<file path="src/rtl/core/cpt_pkg.sv">
// ----------------------------------------------------------------------------
// cpt_pkg: shared types and microcode for the convex polygon point test
// Holds the command codes, the microprogram table and the control and status
// structs that pass between the sequencer and the datapath.
// ----------------------------------------------------------------------------
package cpt_pkg;

  // input commands
  localparam logic [1:0] OP_CLEAR  = 2'd0;
  localparam logic [1:0] OP_APPEND = 2'd1;
  localparam logic [1:0] OP_QUERY  = 2'd2;

  // microprogram addresses, in program order
  typedef enum logic [2:0] {
    US_WAIT   = 3'd0,
    US_CHECK  = 3'd1,
    US_READ   = 3'd2,
    US_WRAP   = 3'd3,
    US_DRAIN1 = 3'd4,
    US_DRAIN2 = 3'd5,
    US_DRAIN3 = 3'd6,
    US_RESULT = 3'd7
  } upc_t;

  // jump conditions
  typedef enum logic [2:0] {
    C_NEVER    = 3'd0,
    C_NOT_QRY  = 3'd1,
    C_EMPTY    = 3'd2,
    C_NOT_LAST = 3'd3,
    C_OUT_BUSY = 3'd4
  } cond_t;

  // one control word: datapath strobes, jump condition and jump target
  typedef struct packed {
    logic  in_rdy;
    logic  rd_en;
    logic  wrap_en;
    logic  out_ld;
    cond_t cond;
    upc_t  tgt;
  } ucw_t;

  // datapath status fed back to the sequencer
  typedef struct packed {
    logic qry;
    logic empty;
    logic last;
    logic out_busy;
  } stat_t;

  // microprogram rom; a step with its condition false falls through to the
  // next address, and the last step falls through back to the wait step
  function automatic ucw_t ucode_rom(upc_t a);
    ucw_t w;
    case (a)
      US_WAIT:   w = '{in_rdy: 1'b1, rd_en: 1'b0, wrap_en: 1'b0, out_ld: 1'b0,
                       cond: C_NOT_QRY, tgt: US_WAIT};
      US_CHECK:  w = '{in_rdy: 1'b0, rd_en: 1'b0, wrap_en: 1'b0, out_ld: 1'b0,
                       cond: C_EMPTY, tgt: US_RESULT};
      US_READ:   w = '{in_rdy: 1'b0, rd_en: 1'b1, wrap_en: 1'b0, out_ld: 1'b0,
                       cond: C_NOT_LAST, tgt: US_READ};
      US_WRAP:   w = '{in_rdy: 1'b0, rd_en: 1'b0, wrap_en: 1'b1, out_ld: 1'b0,
                       cond: C_NEVER, tgt: US_WAIT};
      US_RESULT: w = '{in_rdy: 1'b0, rd_en: 1'b0, wrap_en: 1'b0, out_ld: 1'b1,
                       cond: C_OUT_BUSY, tgt: US_RESULT};
      default:   w = '{in_rdy: 1'b0, rd_en: 1'b0, wrap_en: 1'b0, out_ld: 1'b0,
                       cond: C_NEVER, tgt: US_WAIT};
    endcase
    return w;
  endfunction

endpackage

</file>
<file path="src/rtl/core/cpt_dpath.sv">
// ----------------------------------------------------------------------------
// cpt_dpath: vertex store and edge test pipeline
// Vertex memory, vertex count, a three stage edge pipeline (difference,
// cross products, compare) and the result register.
// ----------------------------------------------------------------------------
module cpt_dpath import cpt_pkg::*; #(
  parameter int MAX_VERTICES = 16,
  parameter int COORD_BITS   = 16
) (
  input  logic                         clk,
  input  logic                         rst_n,
  input  ucw_t                         ctrl,
  output stat_t                        stat,
  input  logic                         in_valid,
  input  logic [1:0]                   in_op,
  input  logic signed [COORD_BITS-1:0] in_x,
  input  logic signed [COORD_BITS-1:0] in_y,
  output logic                         out_valid,
  input  logic                         out_ready,
  output logic                         out_inside_res
);

  localparam int AW = $clog2(MAX_VERTICES);
  localparam int CW = $clog2(MAX_VERTICES + 1);
  localparam int DW = COORD_BITS + 1;
  localparam int PW = 2 * DW;

  logic signed [COORD_BITS-1:0] vx_mem [MAX_VERTICES];
  logic signed [COORD_BITS-1:0] vy_mem [MAX_VERTICES];

  logic [CW-1:0]                cnt_r;
  logic [AW-1:0]                idx_r;
  logic signed [COORD_BITS-1:0] px_r, py_r;
  logic signed [COORD_BITS-1:0] rd_x_r, rd_y_r;
  logic                         rd_v_r, wrap_r;
  logic                         have_first_r;
  logic signed [COORD_BITS-1:0] first_x_r, first_y_r, prev_x_r, prev_y_r;
  logic signed [DW-1:0]         dx_r, dy_r, ox_r, oy_r;
  logic                         d_v_r;
  logic signed [PW-1:0]         pa_r, pb_r;
  logic                         m_v_r;
  logic                         outside_r;
  logic                         out_valid_r, out_inside_r;

  logic                         acc, full, wr_en, s1_v, out_ld;
  logic signed [COORD_BITS-1:0] cur_x, cur_y;

  assign acc    = in_valid & ctrl.in_rdy;
  assign full   = (cnt_r == CW'(MAX_VERTICES));
  assign wr_en  = acc & (in_op == OP_APPEND) & !full;
  assign s1_v   = rd_v_r | wrap_r;
  assign cur_x  = wrap_r ? first_x_r : rd_x_r;
  assign cur_y  = wrap_r ? first_y_r : rd_y_r;
  assign out_ld = ctrl.out_ld & (!out_valid_r | out_ready);

  assign stat.qry      = acc & (in_op == OP_QUERY);
  assign stat.empty    = (cnt_r == '0);
  assign stat.last     = (CW'(idx_r) == cnt_r - CW'(1));
  assign stat.out_busy = out_valid_r & !out_ready;

  assign out_valid      = out_valid_r;
  assign out_inside_res = out_inside_r;

  // vertex memory: one write port, one registered read port
  always_ff @(posedge clk) begin
    if (wr_en) begin
      vx_mem[cnt_r[AW-1:0]] <= in_x;
      vy_mem[cnt_r[AW-1:0]] <= in_y;
    end
    if (ctrl.rd_en) begin
      rd_x_r <= vx_mem[idx_r];
      rd_y_r <= vy_mem[idx_r];
    end
  end

  // control state
  always_ff @(posedge clk) begin
    if (!rst_n) begin
      cnt_r        <= '0;
      idx_r        <= '0;
      rd_v_r       <= 1'b0;
      wrap_r       <= 1'b0;
      have_first_r <= 1'b0;
      d_v_r        <= 1'b0;
      m_v_r        <= 1'b0;
      outside_r    <= 1'b0;
      out_valid_r  <= 1'b0;
    end else begin
      if (acc && in_op == OP_CLEAR) begin
        cnt_r <= '0;
      end else if (wr_en) begin
        cnt_r <= cnt_r + CW'(1);
      end
      if (stat.qry) begin
        idx_r <= '0;
      end else if (ctrl.rd_en) begin
        idx_r <= idx_r + AW'(1);
      end
      rd_v_r <= ctrl.rd_en;
      wrap_r <= ctrl.wrap_en;
      if (stat.qry) begin
        have_first_r <= 1'b0;
      end else if (s1_v) begin
        have_first_r <= 1'b1;
      end
      // an edge exists once a previous vertex is held
      d_v_r <= s1_v & have_first_r;
      m_v_r <= d_v_r;
      if (stat.qry) begin
        outside_r <= 1'b0;
      end else if (m_v_r && pa_r > pb_r) begin
        outside_r <= 1'b1;
      end
      if (out_ld) begin
        out_valid_r <= 1'b1;
      end else if (out_ready) begin
        out_valid_r <= 1'b0;
      end
    end
  end

  // payload registers
  always_ff @(posedge clk) begin
    if (stat.qry) begin
      px_r <= in_x;
      py_r <= in_y;
    end
    if (s1_v) begin
      if (!have_first_r) begin
        first_x_r <= cur_x;
        first_y_r <= cur_y;
      end
      prev_x_r <= cur_x;
      prev_y_r <= cur_y;
      dx_r <= $signed({cur_x[COORD_BITS-1], cur_x}) - $signed({prev_x_r[COORD_BITS-1], prev_x_r});
      dy_r <= $signed({cur_y[COORD_BITS-1], cur_y}) - $signed({prev_y_r[COORD_BITS-1], prev_y_r});
      ox_r <= $signed({px_r[COORD_BITS-1], px_r}) - $signed({prev_x_r[COORD_BITS-1], prev_x_r});
      oy_r <= $signed({py_r[COORD_BITS-1], py_r}) - $signed({prev_y_r[COORD_BITS-1], prev_y_r});
    end
    // outside when ox*dy > oy*dx
    if (d_v_r) begin
      pa_r <= ox_r * dy_r;
      pb_r <= oy_r * dx_r;
    end
    if (out_ld) begin
      out_inside_r <= !outside_r;
    end
  end

endmodule

</file>
<file path="config.mk">
export PLATFORM = sky130hd
export DESIGN_NAME = cpt_dpath
export DESIGN_NICKNAME = d
export VERILOG_FILES = /design/src/rtl/core/cpt_pkg.sv /design/src/rtl/core/cpt_dpath.sv
export SDC_FILE = /design/constraint.sdc
export NUM_CORES = 2
export LEC_CHECK = 0
export BUFFER_PORTS_ARGS = -buffer_cell sky130_fd_sc_hd__buf_2
export CAP_MARGIN = 20
export CORE_MARGIN = 8
export CORE_UTILIZATION = 48
export CTS_BUF_LIST = sky130_fd_sc_hd__clkbuf_8
export DETAILED_ROUTE_END_ITERATION = 7
export GPL_TIMING_DRIVEN = 0
export HOLD_SLACK_MARGIN = 0.02
export PLACE_DENSITY = 0.7
export SLEW_MARGIN = 40
export SYNTH_ARGS = -nofsm -noshare
export SYNTH_HDL_FRONTEND = slang
export SYNTH_SLANG_ARGS = --single-unit
</file>
<file path="constraint.sdc">
create_clock -name clk -period 7.9 [get_ports clk]
set_input_delay 2.37 -clock clk [delete_from_list [all_inputs] [get_ports clk]]
set_output_delay 2.37 -clock clk [all_outputs]
set_load 0.01 [all_outputs]
</file>
Yosys cells after proc, flatten, opt, wreduce, memory -nomap -nowiden
Memory sizes are Yosys's and may differ from the RTL's. A register that Yosys moved wholly into a read port is not among the register bits.
Cells that the tools add are included.
{ "totals": {"output_inout_bits": 6, "elab_cells": 67, "reg_bits": 249, "mem_bits_rw": 512, "n_memories": 2} }
{ "mem_list": {"columns": ["memory", "words", "width", "read_ports", "rd_clocked_by_memory_dff", "wr", "line", "text"], "rows": [
  ["vx_mem", 16, 16, 1, 1, 1, "cpt_dpath.sv:28", "logic signed [COORD_BITS-1:0] vx_mem [MAX_VERTICES];"],
  ["vy_mem", 16, 16, 1, 1, 1, "cpt_dpath.sv:29", "logic signed [COORD_BITS-1:0] vy_mem [MAX_VERTICES];"]
]} }
{ "op_classes": {"n_mul": 2, "n_bitwise": 11, "reduce_logical": 12, "n_mux": 6, "n_eq_ne": 4, "order_cmp": 1, "addsub": 7} }
{ "ops": {"columns": ["operator", "n"], "rows": [
  ["$mul A17 B17 Y34", 2],
  ["$sub A16 B16 Y17", 4],
  ["$gt A34 B34 Y1", 1],
  ["$mux W16", 2],
  ["$and A1 B1 Y1", 7],
  ["$add A5 B1 Y5 const B", 1],
  ["$eq A4 B5 Y1", 1],
  ["$eq A5 B5 Y1 const B", 1],
  ["$logic_not A5 Y1", 1],
  ["$sub A5 B1 Y5 const B", 1],
  ["$add A4 B1 Y4 const B", 1],
  ["$logic_not A1 Y1", 4],
  ["$mux W1", 4],
  ["$reduce_or A2 Y1", 2],
  ["$eq A2 B1 Y1 const B", 1],
  ["$eq A2 B2 Y1 const B", 1],
  ["$logic_and A1 B1 Y1", 2],
  ["$logic_not A2 Y1", 1],
  ["$not A1 Y1", 2],
  ["$or A1 B1 Y1", 2],
  ["$reduce_and A2 Y1", 1],
  ["$reduce_bool A2 Y1", 1]
]} }

Depth between registers and ports, before layout
{ "logic_depth": {"word_depth": 5, "mapped_depth": 24, "ltp_nobuf": 22} }

Worst setup path after synthesis
Ideal clock, no wire load.
{ "synth_path": {"path_type": "reg2reg", "from": "register ox_r[16]", "to": "register pa_r[32] (data pin)", "setup_slack_ps": 1658, "path_buffers": 2, "setup_time_ps": 266, "path_stages_with_launch": 22, "period_less_slack_ps": 6242, "arrival_ps": 5976, "path_cell_list": "edfxtp_1 > clkbuf_1 > nand2_1 > inv_1 > fa_1 > fa_1 > fa_1 > fa_1 > fa_1 > inv_1 > fa_1 > inv_1 > ha_1 > buf_4 > o21a_1 > o211a_1 > a311oi_1 > o21ai_0 > nand2_1 > o31ai_1 > o41ai_1 > xnor2_1"} }
{ "synth_between": {"elab_chain_len": 1} }
{ "synth_rtl": {"columns": ["element", "line", "text"], "rows": [
  ["start: declaration", "cpt_dpath.sv:38", "logic signed [DW-1:0] dx_r, dy_r, ox_r, oy_r;"],
  ["start signal: assignment", "cpt_dpath.sv:137", "ox_r <= $signed({px_r[COORD_BITS-1], px_r}) - $signed({prev_x_r[COORD_BITS-1], prev_x_r});"],
  ["$mul A17 B17 Y34", "cpt_dpath.sv:142", "pa_r <= ox_r * dy_r;"],
  ["end signal: assignment", "cpt_dpath.sv:142", null],
  ["end: declaration", "cpt_dpath.sv:40", "logic signed [PW-1:0] pa_r, pb_r;"]
]} }
No other way between the ends.
A chain may end at the register's enable or synchronous reset.

Worst setup path in the final report
{ "layout_path": {"from": "register dy_r[10]", "to": "register pa_r[33] (data pin)"} }
{ "layout_between": {"elab_chain_len": 1} }
{ "layout_rtl": {"columns": ["element", "line", "text"], "rows": [
  ["start: declaration", "cpt_dpath.sv:38", null],
  ["start signal: assignment", "cpt_dpath.sv:136", "dy_r <= $signed({cur_y[COORD_BITS-1], cur_y}) - $signed({prev_y_r[COORD_BITS-1], prev_y_r});"],
  ["$mul A17 B17 Y34", "cpt_dpath.sv:142", null]
]} }
No other way between the ends.

==> impl_metrics.py <==
metrics = {
    "sta": {
        "skew_ns": 0.06661,
        "fmax_mhz": 134.2,
        "hold_violations": 0,
        "slew_headroom": 0.4064,
        "slew_viol_final": 0,
        "rsz0062_at_grt": "no",
        "post-route-min-period_ns": 7.452,
        "worst_pin_slew_ns": 0.8904,
        "post-route-period-util": 0.9433,
        "setup_violations": 0,
    },
    "clock_network": {
        "post-cts-setup-buffers": 0,
        "cts.clk_slew.worst_paths_ns": 0.06,
        "h-tree-depth": 3,
        "clockBufferDepth": 3,
        "cts_sinks": 793,
        "clk_latency_ns": 0.78,
        "cts_resized": 0,
        "cts_made_buffers": 118,
        "cts_tree": "yes",
        "holdBufCountCts": 0,
        "clockRootBuffer": "clkbuf_8",
    },
    "setup_path": {
        "critPathLaunchType": "flop",
        "required_ns": 8.37,
        "critPathMaxFanout": 10,
        "worstSetupPathType": "reg -> reg",
        "ff2ff_path_depth": 21,
        "rr_startpoint": "dy_r[10]",
        "reg2reg_to": "pa_r[33]",
        "worstPathArrival_ns": 7.92,
        "end_kind": "flop",
        "reg2reg_slack_ns": 0.45,
        "timing.critical_path.to": "pa_r[33]",
        "cp-startpoint": "dy_r[10]",
    },
    "die": {
        "fp.dieW_um": 351.2,
        "core_sq_um": 111900,
        "die_area_sq_um": 123300,
        "rows": 123,
        "die_y_um": 351.2,
        "initial_utilization": 0.4819,
        "ios": 54,
    },
    "grt": {
        "met1_usage": 0.2745,
        "grt_pass1_wl_mm": 196.7,
        "grt-busiest-layer": "met2",
        "grt_pass1_vias": 34138,
        "antenna_found_initial": 11,
        "grt_use_met2": 0.3544,
        "grt_max_degree": 46,
        "grtUsageTotal": 0.2084,
        "grt_overflow": 0,
        "grt_use_met3": 0.03354,
    },
    "synth": {
        "syn_nets": 4968,
        "syn_area_sq_um": 53920,
        "syn_inst": 4051,
        "syn_area_per_cell_sq_um": 13.31,
        "async_flop_share": 0,
        "synth.distinct_cells": 69,
        "ys.flop_type": "edfxtp_1",
        "ys_seq_elements": 793,
        "yosysWarnings": 0,
        "synth-seq-area-share": 0.4387,
        "synth_edf_count": 777,
    },
    "placement": {
        "dp_hpwl_mm": 96.83,
        "gp_congestion": 0.8984,
        "port_buffers": 47,
        "place_area_sq_um": 57100,
    },
    "detailed_routing": {
        "viasPerCell": 5.458,
        "drt_first_pass_iters": 6,
        "drc_errors": 0,
        "wl_per_cell_um": 21.51,
        "wl_mm": 126.6,
        "postRouteAntennaNets": 0,
        "dr.first_iter.drc_count": 2530,
        "vias": 32126,
    },
    "worst_hold_path": {
        "holdPathStages": 1,
        "hold_class": "reg -> reg",
    },
    "finish": {
        "final_common_cell": "edfxtp_1",
        "final_design_area_no_fill_sq_um": 59460,
        "synthToLayoutAreaGrowth_pct": 10.29,
        "fill_cells": 9284,
        "layout_common_cells": "edfxtp_1 (777), inv_1 (767), fa_1 (596)",
        "multi_input_area_sq_um": 27160,
        "nets": 5194,
        "ff_latch_area_sq_um": 23660,
        "layout-drive-gt1-share": 0.1151,
    },
    "outcome": {
        "outcome": "complete, no violations",
    },
    "run": {
        "max-cap-violations": 0,
    },
}
==> registers in the layout, summed over array words and instances (netlist names), 4 cells and up <==
signal / count
idx_r: 4
rd_x_r: 16
px_r: 16
prev_y_r: 16
py_r: 16
vy_mem: 256
ox_r: 17
dy_r: 17
oy_r: 17
pb_r: 34
pa_r: 34
dx_r: 17
rd_y_r: 16
vx_mem: 256
cnt_r: 5
prev_x_r: 16
first_y_r: 16
first_x_r: 16
==> layout make-up <==
cell class,count,share of cell area
multi-input combinational,2404,0.4567
sequential,793,0.3978
inverter,728,0.04600
tap,1500,0.03156
clock buffer,118,0.02731
timing repair buffer,106,0.01978
clock inverter,102,0.01180
buffer,126,0.008627
antenna,9,0.0003787
==> critical path: stages (launching register included) <==
cell and delay, ns:
edfxtp_1 0.38, clkbuf_1 0.48, clkbuf_1 0.53, nand2_1 0.14, fa_1 0.50, inv_1 0.05
fa_1 0.49, fa_1 0.60, fa_1 0.47, fa_1 0.51, inv_1 0.05, fa_1 0.47
inv_1 0.04, ha_1 0.32, o21ai_0 0.49, o21bai_1 0.23, o211ai_1 0.36, o311a_2 0.27
o41ai_4 0.12, a41o_1 0.30, o41ai_2 0.23, xnor2_1 0.14
==> per-stage QoR <==
| step | util | setup TNS, ns | worst slack [ns] | hold WS (ns) | std cells |
|---|---|---|---|---|---|
| floorplan | - | 0 | 1.658 | 0.4329 | 4051 |
| global placement | 0.5008 | -58.43 | -0.6257 | 0.4703 | 5598 |
| detailed placement | 0.5104 | 0 | 0.4222 | 0.5165 | 5656 |
| CTS | 0.5312 | 0 | 0.3986 | 0.4997 | 5876 |
| global route | 0.5314 | 0 | 0.1444 | 0.5216 | 5882 |
| finish | 0.5315 | 0 | 0.4483 | 0.5185 | 5886 |
==> how the worst min path moves through the flow <==
| stage | from | to | slack [ns] |
|---|---|---|---|
| floorplan | outside_r | out_inside_res | 0.43 |
| global placement | have_first_r | have_first_r | 0.47 |
| detailed placement | have_first_r | d_v_r | 0.52 |
| CTS | have_first_r | d_v_r | 0.50 |
| global route | have_first_r | d_v_r | 0.52 |
| finish | have_first_r | d_v_r | 0.52 |
==> Yosys cell counts (10+ instances only) <==
cell type	n	area, sq um
edfxtp_1	777	23330
inv_1	728	2733
fa_1	596	11930
nand2_1	319	1197
and2_1	289	1808
ha_1	273	3416
mux4_2	160	3603
nor2_1	126	473.0
clkbuf_1	105	394.1
xnor2_1	101	884.6
a21oi_1	86	430.4
o21ai_0	45	225.2
nor3_1	43	215.2
nand3_1	31	155.2
xor2_1	29	254.0
a21o_1	28	210.2
mux2_2	28	315.3
nand2b_1	26	162.7
o21a_1	25	187.7
nor2b_1	18	112.6
dfxtp_1	16	320.3
and3_1	15	93.84
nand4_1	15	93.84
o21bai_1	15	112.6
o211ai_1	12	90.09
a211oi_1	11	82.58
o31ai_1	11	82.58
buf_1	10	37.54
==> per-layer routing <==
layer | part of all wire | vias to the layer above
li1 | - | 14080
met1 | 0.40 | 16575
met2 | 0.49 | 1200
met3 | 0.069 | 267
met4 | 0.034 | 4
met5 | 0.00024 | -
==> cell families (layout without fill, tap and decap cells) <==
logic type | Yosys count | in the layout | share of synthesized area
fa+ha+maj | 869 | 869 | 0.2846
flops | 793 | 793 | 0.4387
other cells | 0 | 9 | 0
simple gates | 909 | 909 | 0.08361
xor+xnor | 130 | 130 | 0.02112
compound gates | 301 | 301 | 0.03811
buf+inv | 854 | 1180 | 0.05985
mux | 195 | 195 | 0.07398
Power is left out: the tool's default activity adds up to more than one toggle a clock period on the data nets, which glitch-free logic cannot reach.
